File: config.mk
export PLATFORM = sky130hd
export DESIGN_NAME = slip_frame_decoder
export DESIGN_NICKNAME = d
export VERILOG_FILES = /design/src/rtl/slipd_pkg.sv /design/src/rtl/slipd_step.sv /design/src/rtl/slip_frame_decoder.sv
export SDC_FILE = /design/constraint.sdc
export NUM_CORES = 1
export LEC_CHECK = 0
export ABC_AREA = 1
export BUFFER_PORTS_ARGS = -buffer_cell sky130_fd_sc_hd__buf_2
export CAP_MARGIN = 20
export CORE_ASPECT_RATIO = 1.4
export CORE_MARGIN = 8
export CORE_UTILIZATION = 51
export DETAILED_ROUTE_END_ITERATION = 10
export PLACE_DENSITY = 0.81
export SETUP_SLACK_MARGIN = 0.2
export SYNTH_ARGS = -nofsm -noshare
export SYNTH_HDL_FRONTEND = slang
export SYNTH_SLANG_ARGS = --single-unit
File: constraint.sdc
create_clock -name clk -period 2.7 [get_ports clk]
set_clock_uncertainty 0.2 [all_clocks]
set_input_delay 0.54 -clock clk [delete_from_list [all_inputs] [get_ports clk]]
set_output_delay 0.54 -clock clk [all_outputs]
set_load 0.05 [all_outputs]
File: src/rtl/slipd_pkg.sv
// Shared types and constants for the SLIP frame decoder.
// Holds the beat structs, status codes, SLIP byte values and the frame state encoding.
// No dependencies.
`timescale 1ns / 1ps
`default_nettype none
package slipd_pkg;

	// Default width of the decoded byte counter.
	localparam int unsigned LENGTH_BITS_DEF = 16;

	// Capacity register width and reset value.
	localparam int unsigned CAP_BITS  = 16;
	localparam logic [CAP_BITS-1:0] CAP_RESET = 16'hFFFF;

	// SLIP special bytes: frame end, frame escape and the two transposed codes.
	localparam logic [7:0] FEND  = 8'hC0;
	localparam logic [7:0] FESC  = 8'hDB;
	localparam logic [7:0] TFEND = 8'hDC;
	localparam logic [7:0] TFESC = 8'hDD;

	// Operation codes carried by an input beat.
	localparam logic OP_BYTE = 1'b0;
	localparam logic OP_ARM  = 1'b1;

	// Status codes reported with every result beat.
	localparam logic [2:0] ST_OK          = 3'd0;
	localparam logic [2:0] ST_NEED_MORE   = 3'd1;
	localparam logic [2:0] ST_PARSED      = 3'd2;
	localparam logic [2:0] ST_WRONG_STATE = 3'd3;
	localparam logic [2:0] ST_BAD_ESCAPE  = 3'd4;
	localparam logic [2:0] ST_TOO_LONG    = 3'd5;
	localparam logic [2:0] ST_ZERO_CAP    = 3'd6;

	// Framing state, one-hot.
	typedef enum logic [2:0] {
		FR_HUNT    = 3'b001,  // looking for the first END
		FR_OPEN    = 3'b010,  // next byte may be an opening END
		FR_STARTED = 3'b100   // inside a message
	} frame_t;

	// Control state of the decoder.
	typedef struct packed {
		frame_t frame;
		logic   escape;
		logic   armed;
	} ctl_t;

	// Input beat.
	typedef struct packed {
		logic       operation;
		logic [7:0] rx_byte;
	} item_t;

	// Result beat.
	typedef struct packed {
		logic [2:0]  status;
		logic        write_valid;
		logic [7:0]  write_data;
		logic [15:0] write_index;
		logic [15:0] message_length;
	} result_t;

endpackage
`default_nettype wire

File: src/rtl/slipd_step.sv
// One decode step of the SLIP frame decoder: next control state, next count and result.
// Purely combinational; depends on slipd_pkg.
`timescale 1ns / 1ps
`default_nettype none
module slipd_step #(
	parameter int unsigned LENGTH_BITS = slipd_pkg::LENGTH_BITS_DEF
) (
	input  slipd_pkg::item_t                    item,
	input  slipd_pkg::ctl_t                     cur,
	input  logic [LENGTH_BITS-1:0]              count,
	input  logic [slipd_pkg::CAP_BITS-1:0]      capacity,
	output slipd_pkg::ctl_t                     nxt,
	output logic [LENGTH_BITS-1:0]              count_nxt,
	output slipd_pkg::result_t                  result
);

	// Common width for comparing the count with the capacity register.
	localparam int unsigned CW = (LENGTH_BITS > slipd_pkg::CAP_BITS) ?
		LENGTH_BITS : slipd_pkg::CAP_BITS;

	logic [CW-1:0] count_w;
	logic [CW-1:0] len_w;
	logic [CW-1:0] cap_w;
	logic          full;
	logic          is_end;
	logic          app_write;
	logic          app_err;
	logic          app_esc;
	logic [7:0]    app_data;
	logic [2:0]    app_status;

	// The count may not pass the capacity, nor the all-ones value of the counter.
	assign count_w = CW'(count);
	assign cap_w   = CW'(capacity);
	assign full    = (count_w >= cap_w) || (&count);
	assign is_end  = (item.rx_byte == slipd_pkg::FEND);

	// Unescape one byte and check it against the capacity.
	always_comb begin
		app_write  = 1'b0;
		app_err    = 1'b0;
		app_esc    = cur.escape;
		app_data   = item.rx_byte;
		app_status = slipd_pkg::ST_OK;
		if (cur.escape) begin
			if (item.rx_byte == slipd_pkg::TFESC) begin
				app_data  = slipd_pkg::FESC;
				app_write = 1'b1;
				app_esc   = 1'b0;
			end else if (item.rx_byte == slipd_pkg::TFEND) begin
				app_data  = slipd_pkg::FEND;
				app_write = 1'b1;
				app_esc   = 1'b0;
			end else begin
				app_err    = 1'b1;
				app_status = slipd_pkg::ST_BAD_ESCAPE;
			end
		end else if (item.rx_byte == slipd_pkg::FESC) begin
			app_esc = 1'b1;
		end else begin
			app_write = 1'b1;
		end
		if (app_write && full) begin
			app_write  = 1'b0;
			app_err    = 1'b1;
			app_status = slipd_pkg::ST_TOO_LONG;
		end
	end

	// Main decision on the operation and the framing state.
	always_comb begin
		nxt                = cur;
		count_nxt          = count;
		result.status      = slipd_pkg::ST_NEED_MORE;
		result.write_valid = 1'b0;
		result.write_data  = 8'd0;
		result.write_index = 16'd0;
		if (item.operation == slipd_pkg::OP_ARM) begin
			if (capacity == '0) begin
				result.status = slipd_pkg::ST_ZERO_CAP;
			end else begin
				nxt.armed     = 1'b1;
				count_nxt     = '0;
				result.status = slipd_pkg::ST_OK;
			end
		end else if (!cur.armed) begin
			result.status = slipd_pkg::ST_WRONG_STATE;
		end else begin
			case (cur.frame)
				slipd_pkg::FR_OPEN: begin
					// An opening END is dropped; anything else goes to the buffer.
					if (is_end) begin
						nxt.frame = slipd_pkg::FR_STARTED;
					end else if (app_err) begin
						result.status = app_status;
					end else begin
						nxt.frame  = slipd_pkg::FR_STARTED;
						nxt.escape = app_esc;
					end
				end
				slipd_pkg::FR_STARTED: begin
					// A closing END completes the message.
					if (is_end) begin
						nxt.frame     = slipd_pkg::FR_OPEN;
						nxt.armed     = 1'b0;
						nxt.escape    = 1'b0;
						result.status = slipd_pkg::ST_PARSED;
					end else if (app_err) begin
						result.status = app_status;
					end else begin
						nxt.escape = app_esc;
					end
				end
				default: begin
					nxt.frame = is_end ? slipd_pkg::FR_OPEN : slipd_pkg::FR_HUNT;
				end
			endcase
			// Any fault ends the message and sends the decoder back to hunting.
			if (app_err && !is_end && (cur.frame == slipd_pkg::FR_OPEN ||
					cur.frame == slipd_pkg::FR_STARTED)) begin
				nxt.frame  = slipd_pkg::FR_HUNT;
				nxt.armed  = 1'b0;
				nxt.escape = 1'b0;
			end
			// Emit the decoded byte with its position.
			if (app_write && !is_end && (cur.frame == slipd_pkg::FR_OPEN ||
					cur.frame == slipd_pkg::FR_STARTED)) begin
				result.write_valid = 1'b1;
				result.write_data  = app_data;
				result.write_index = count_w[15:0];
				count_nxt          = count + LENGTH_BITS'(1);
			end
		end
		// The length reported is the count after this beat.
		len_w                 = CW'(count_nxt);
		result.message_length = len_w[15:0];
	end

endmodule
`default_nettype wire

File: src/rtl/slip_frame_decoder.sv
// Top level of the SLIP frame decoder: input register, decode step and result register.
// Depends on slipd_pkg and slipd_step.
`timescale 1ns / 1ps
`default_nettype none
// The decoder takes one beat per clock cycle while it is not stalled: either a command to arm
// a new message or one raw byte from the serial link, and gives exactly one result beat for
// each. A beat is registered in the input register, decoded by a short combinational step
// against the framing state and the byte count, and the result lands in the output register,
// from which it can be taken; a new beat can be taken every cycle while the result side keeps
// up. The result register frees itself in the same cycle that its beat is taken, so stall on
// the result side reaches the input stall only when both registers are full. The capacity
// register is written through the cfg channel, which is always ready; it should only be
// written while no beat is in flight.
module slip_frame_decoder #(
	parameter int unsigned LENGTH_BITS = slipd_pkg::LENGTH_BITS_DEF
) (
	input  logic                              clk,
	input  logic                              arst_n,
	input  logic                              item_valid,
	output logic                              item_stall,
	input  slipd_pkg::item_t                  item,
	output logic                              result_valid,
	input  logic                              result_stall,
	output slipd_pkg::result_t                result,
	input  logic                              cfg_valid,
	output logic                              cfg_ready,
	input  logic [slipd_pkg::CAP_BITS-1:0]    cfg_data
);

	slipd_pkg::item_t                 item_s1;
	logic                             valid_s1;
	slipd_pkg::result_t               result_s2;
	logic                             valid_s2;
	slipd_pkg::ctl_t                  ctl_q;
	slipd_pkg::ctl_t                  ctl_nxt;
	logic [LENGTH_BITS-1:0]           count_q;
	logic [LENGTH_BITS-1:0]           count_nxt;
	logic [slipd_pkg::CAP_BITS-1:0]   capacity_q;
	slipd_pkg::result_t               step_result;
	logic                             s2_free;
	logic                             s1_free;
	logic                             advance;

	// Flow control between the two register stages.
	assign s2_free    = !valid_s2 || !result_stall;
	assign advance    = valid_s1 && s2_free;
	assign s1_free    = !valid_s1 || s2_free;
	assign item_stall = !s1_free;
	assign cfg_ready  = 1'b1;

	// Capacity register.
	always_ff @(posedge clk or negedge arst_n) begin
		if (!arst_n) begin
			capacity_q <= slipd_pkg::CAP_RESET;
		end else if (cfg_valid && cfg_ready) begin
			capacity_q <= cfg_data;
		end
	end

	// Input register.
	always_ff @(posedge clk or negedge arst_n) begin
		if (!arst_n) begin
			valid_s1 <= 1'b0;
		end else if (s1_free) begin
			valid_s1 <= item_valid;
		end
	end

	always_ff @(posedge clk) begin
		if (s1_free && item_valid) begin
			item_s1 <= item;
		end
	end

	// Decode step.
	slipd_step #(
		.LENGTH_BITS (LENGTH_BITS)
	) u_step (
		.item      (item_s1),
		.cur       (ctl_q),
		.count     (count_q),
		.capacity  (capacity_q),
		.nxt       (ctl_nxt),
		.count_nxt (count_nxt),
		.result    (step_result)
	);

	// Decoder state moves on once per decoded beat.
	always_ff @(posedge clk or negedge arst_n) begin
		if (!arst_n) begin
			ctl_q.frame  <= slipd_pkg::FR_HUNT;
			ctl_q.escape <= 1'b0;
			ctl_q.armed  <= 1'b0;
			count_q      <= '0;
		end else if (advance) begin
			ctl_q   <= ctl_nxt;
			count_q <= count_nxt;
		end
	end

	// Result register.
	always_ff @(posedge clk or negedge arst_n) begin
		if (!arst_n) begin
			valid_s2 <= 1'b0;
		end else if (s2_free) begin
			valid_s2 <= valid_s1;
		end
	end

	always_ff @(posedge clk) begin
		if (advance) begin
			result_s2 <= step_result;
		end
	end

	assign result_valid = valid_s2;
	assign result       = result_s2;

endmodule
`default_nettype wire

Word level (Yosys, flattened, before mapping)
Index checks and enable logic that the tools add are counted.
{ "totals": {"out_inout_bits": 47, "ff_bits": 92, "wordCells": 100} }
{ "classes": {"magnitude_cmp": 1, "eq_ne": 12, "bitwise": 3, "n_addsub": 1, "mux": 45, "reduce_logical": 24} }
{ "op_table": {"columns": ["operator", "count"], "rows": [
  ["$mux 16", 4],
  ["$mux 3", 12],
  ["$eq 8x8->1 const B", 4],
  ["$mux 25", 1],
  ["$mux 8", 3],
  ["$mux 1", 19],
  ["$add 16x1->16 const B", 1],
  ["$ge 16x16->1", 1],
  ["$logic_not 16->1", 1],
  ["$reduce_and 16->1", 1],
  ["$pmux 3 s2", 2],
  ["$ne 4x3->1 const B", 2],
  ["$logic_and 1x1->1", 7],
  ["$reduce_and 7->1", 1],
  ["$ne 3x3->1 const B", 2],
  ["$logic_not 1->1", 5],
  ["$mux 5", 1],
  ["$reduce_and 5->1", 1],
  ["$logic_or 1x1->1", 4],
  ["$mux 4", 1],
  ["$eq 3x2->1 const B", 1],
  ["$eq 3x3->1 const B", 1],
  ["$ne 3x2->1 const B", 1],
  ["$not 1->1", 3],
  ["other kinds (7)", 7]
]} }

Depth between registers and ports, before layout
{ "depth": {"ltp_word": 12, "ltp_mapped": 19, "mapped_depth_nobuf": 19} }

Modules after synthesis
Synthesis repeated with hierarchy kept, for this count alone.
{ "unflattened": {"hier_cells": 575, "hier_area_um2": 5017.3} }
{ "by_module_without_submodules": {"columns": ["module", "cells_per_inst", "n_inst", "area_each_um2"], "rows": [
  ["slip_frame_decoder", 223, 1, 3158.0],
  ["slipd_step", 352, 1, 1859.3]
]} }

Least setup slack after synthesis
Ideal clock, no wire load.
{ "synth_timing": {"path_kind": "register to register", "start": "register valid_s2, in the netlist result_valid", "end": "register result_s2, in the netlist result[0], enable pin", "path_stages_with_launch": 5, "n_path_buf": 1, "required_ns": 2.075, "arrival_ns": 2.432, "setup_slack_ns": -0.357, "cell_sequence": "dfrtp_1 nand2_1 inv_1 nor2_2 clkbuf_1"} }
{ "synth_via": {"elab_chain_cells": 3} }
{ "synth_rtl": {"columns": ["item", "line_no", "source"], "rows": [
  ["from (decl)", "slip_frame_decoder.sv:33", "logic valid_s2;"],
  ["from (signal assigned)", "slip_frame_decoder.sv:106", "valid_s2 <= valid_s1;"],
  ["$logic_not 1->1", "slip_frame_decoder.sv:45", "assign s2_free = !valid_s2 || !result_stall;"],
  ["$logic_or 1x1->1", "slip_frame_decoder.sv:45", null],
  ["$logic_and 1x1->1", "slip_frame_decoder.sv:46", "assign advance = valid_s1 && s2_free;"],
  ["named net advance", "slip_frame_decoder.sv:42", "logic advance;"],
  ["to (signal assigned)", "slip_frame_decoder.sv:112", "result_s2 <= step_result;"],
  ["to (decl)", "slip_frame_decoder.sv:32", "slipd_pkg::result_t result_s2;"]
]} }
The timed path passes the listed nets, and every way through them passes these cells.
A chain may end at the register's enable or synchronous reset.

Worst setup path in the final report
{ "layout_timing": {"start": "register capacity_q[7] (netlist name)", "end": "register result_s2, in the netlist result[4] (data pin)"} }
{ "layout_via": {"elab_chain_cells": 9} }
{ "layout_rtl": {"columns": ["item", "line_no", "source"], "rows": [
  ["from (decl)", "slip_frame_decoder.sv:38", "logic [slipd_pkg::CAP_BITS-1:0] capacity_q;"],
  ["from (signal assigned)", "slip_frame_decoder.sv:54", "capacity_q <= slipd_pkg::CAP_RESET;"],
  ["from (signal assigned)", "slip_frame_decoder.sv:56", "capacity_q <= cfg_data;"],
  ["$ge 16x16->1", "slipd_step.sv:35", "assign full = (count_w >= cap_w) || (&count);"],
  ["$logic_or 1x1->1", "slipd_step.sv:35", null],
  ["$logic_and 1x1->1", "slipd_step.sv:63", "if (app_write && full) begin"],
  ["$mux 1", "slipd_step.sv:63", null],
  ["$logic_and 1x1->1 (2 in a row)", "slipd_step.sv:126", "if (app_write && !is_end && (cur.frame == slipd_pkg::FR_OPEN ||"],
  ["$mux 16", "slipd_step.sv:126", null],
  ["$mux 16", "slipd_step.sv:86", "end else if (!cur.armed) begin"],
  ["$mux 16 (*)", "slipd_step.sv:78", "if (item.operation == slipd_pkg::OP_ARM) begin"],
  ["named net count_nxt[4]", "slip_frame_decoder.sv:37", "logic [LENGTH_BITS-1:0] count_nxt;"]
]} }
The timed path passes the listed nets; every way through them passes the cells marked *.

==> flow_summary.json <==
{
  "power.share.switching_pct": 33.36,
  "core_area_um2": 8875,
  "fmaxAchievable_ghz": 0.3830,
  "route.vias.total": 3968,
  "powerDensity_nw_per_um2": 717.6,
  "dp_hpwl_mm": 7.740,
  "final_cell_mix": "111 x nand2_1, 75 x buf_2, 68 x inv_1",
  "io_buffers": 75,
  "gp_congestion": 0.9287,
  "numClockSinks": 92,
  "post_synth_instance_area_um2": 4606,
  "die_area_um2": 12370,
  "avgViaCountPerCell": 5.519,
  "timing.critical_path.to_type": "flip-flop",
  "vdd_ir_drop_max_uv": 484.1,
  "final_cell_count_no_fill": 719,
  "initialDrtViolationCount": 524,
  "count_of_inserted_antenna_diode_cells": 0,
  "arrival_ns": 2.52,
  "max_slew_headroom_pct": 39.69,
  "final_common_cell": "nand2_1",
  "finalWorstPathRequiredPeriod_ns": 2.611,
  "synth.net_count": 557,
  "synth_cell_types": 36,
  "cp.required_ns": 2.61,
  "cts-root-buf": "clkbuf_16",
  "cp-start-kind": "flip-flop",
  "wl_mm": 11.84,
  "final_core_utilization_pct": 66.63,
  "status": "finished clean",
  "global_route_congestion_overflow_total": 0,
  "peak_fanout_along_the_critical_path": 8,
  "comb_power_share_pct": 26.4,
  "clkTransAtPathRegs_ns": 0.06,
  "hold_buffers": 0,
  "layout-drive-gt1-share_pct": 35.29,
  "fin_total_pwr_mw": 4.243,
  "clock_tree.buffer_depth": 2,
  "final-setup-viol-count": 0,
  "leakage_power_summed_over_all_cells_nw": 2.706,
  "fp.dieW_um": 96.32,
  "dpl_worst_slack_ns": -0.05301,
  "rsz0062_at_grt": "true",
  "critical_path_class": "reg2reg",
  "p_switching_mw": 1.415,
  "seq_power_share_pct": 41.7,
  "grt_pass1_vias": 4061,
  "timing.final.ws_setup_ns": 0.08897,
  "post_synth_inst_count": 510,
  "areaGrowthSynthToFinish_pct": 28.39,
  "numPlacedInstances": 693,
  "route.detailed.wl_per_inst_um": 16.46,
  "timing.hold.worst.class": "in2async",
  "drv_slew": 0,
  "grt_start_max_net_pins": 62,
  "numCtsBuffers": 9,
  "postSynthAreaPerCell_um2": 9.031,
  "intPower_mw": 2.828,
  "r2r_setup_slack_ns": 0.09,
  "cts-htree-levels": 3,
  "dieHeight_um": 128.4,
  "synthesis.yosys.warnings": 0,
  "clock_power_share_pct": 32.0,
  "grt_pass1_wl_mm": 18.70,
  "drc": 0,
  "final_hold_viol_count": 0,
  "clk-insertion-delay-late_ns": 0.35,
  "ys_seq_elements": 92,
  "design.portCount": 77,
  "measured_slew_at_the_worst_slew_check_pin_ns": 0.9046,
  "drt_pass1_iterations": 7,
  "final.period_utilization_pct": 96.70,
  "antenna_found_initial": 0,
  "antenna_violating_nets_post_route": 0,
  "count_of_nets_after_finishing": 654,
  "std_cell_rows": 41,
  "cts_tree": "done",
  "grt_use_total_pct": 19.55,
  "hold-worst-slack_ns": 0.1130,
  "max_cap_viol_count": 0,
  "synth-seq-area-share_pct": 56.21,
  "initial_utilization_pct": 51.90
}
layout make-up:
type,instances,area (µm²)
sequential,92,2590
fill,631,2962
timing repair buffer,96,553.0
inverter,85,321.6
clock inverter,6,86.33
multi-input combinational,323,1989
clock buffer,10,239.0
tap,107,133.9
cell families after synthesis:
kind of cell | synth area share (%)
AO/OA/AOI/OAI | 6.982
adder cells (fa/ha/maj) | 4.618
buffers and inverters | 8.014
flip-flops | 56.21
multiplexers | 0.2445
other | 0.08142
AND/OR/NAND/NOR | 23.85
power by group through the flow:
stage / Clock (mW) / Sequential [mW] / Combinational, mW
floorplan: 0 / 2.04 / 0.449
global placement: 0 / 1.78 / 0.929
detailed placement: 0 / 1.78 / 0.962
CTS: 1.36 / 1.76 / 1.03
global route: 1.42 / 1.78 / 1.20
finish: 1.36 / 1.77 / 1.12
critical path: stages (launching register included):
cell	delay, ns
dfstp_2	0.54
inv_2	0.05
ha_4	0.22
nand2_4	0.07
nor2_2	0.04
and2_1	0.16
nor2_1	0.11
nand2_1	0.12
nand2_4	0.12
nand3_4	0.09
nor2_4	0.16
nand2_4	0.13
nor2_4	0.17
nand2_2	0.06
nand2_2	0.09
inv_2	0.03
sequential cells by signal (all words and copies together), names as in the netlist:
register and count:
result 44, capacity_q 16, count_q 16, item_s1 9
ctl_q 5, result_valid 1, valid_s1 1
Yosys cell counts:
cell type / n / area share, %
dfstp_2: 17 / 9.7
o21ai_1: 11 / 1.2
or2_0: 1 / 0.14
buf_6: 1 / 0.24
edfxtp_1: 53 / 35
and2_1: 6 / 0.82
nand2_4: 1 / 0.24
inv_2: 1 / 0.081
a21o_1: 1 / 0.16
or2_2: 1 / 0.14
nand3_1: 23 / 2.5
o22ai_1: 3 / 0.41
nor3_1: 7 / 0.76
clkinv_1: 1 / 0.081
inv_1: 83 / 6.8
nand2_1: 125 / 10
nor3_2: 2 / 0.43
conb_1: 1 / 0.081
nand3_2: 1 / 0.22
nand4_1: 10 / 1.4
nand2_2: 1 / 0.14
nor2_2: 5 / 0.68
buf_2: 1 / 0.11
nor3b_2: 1 / 0.27
nand4_4: 1 / 0.46
a211oi_1: 2 / 0.33
buf_4: 1 / 0.16
dfrtp_1: 22 / 12
nor2_1: 47 / 3.8
nor2_4: 3 / 0.73
ha_1: 17 / 4.6
nor4_1: 7 / 0.95
o21ai_0: 36 / 3.9
mux2_2: 1 / 0.24
clkbuf_1: 7 / 0.57
a21oi_1: 9 / 0.98
stage by stage:
| step | instance area, µm² | setup TNS [ns] |
|---|---|---|
| after floorplan | 4609 | 0 |
| after CTS | 5759 | 0 |
| after global routing | 5913 | -0.01117 |
| after global placement | 5167 | 0 |
| final | 5913 | 0 |
| after detailed placement | 5167 | -0.08087 |
metal layers:
metal	GRT usage, %	part of all wire (%)
met5	0	0
met4	12.79	4.8
met1	21.40	36
met3	4.254	7.2
met2	32.93	52
final timing paths:
kind	cells past startpoint	startpoint	end
max in group asynchronous	1	arst_n	count_q[1]$_DFFE_PN0P_
setup / recovery	15	capacity_q[7]$_DFFE_PN1P_	result[4]$_DFFE_PP_
setup reg to reg	15	capacity_q[7]$_DFFE_PN1P_	result[4]$_DFFE_PP_
min in group clk	1	item[1]	item_s1[1]$_DFFE_PP_
hold / removal	1	arst_n	count_q[10]$_DFFE_PN0P_
hold reg to reg	2	ctl_q[2]$_DFFE_PN1P_	ctl_q[2]$_DFFE_PN1P_
repair_timing:
item,4_1_cts,5_1_grt
endpoints found under the setup margin,47,57
resized for setup,38,52
gates cloned,0,0
buffers inserted,4,6
pin swaps,17,28
No activity file was read; power rests on OpenSTA's default activity.
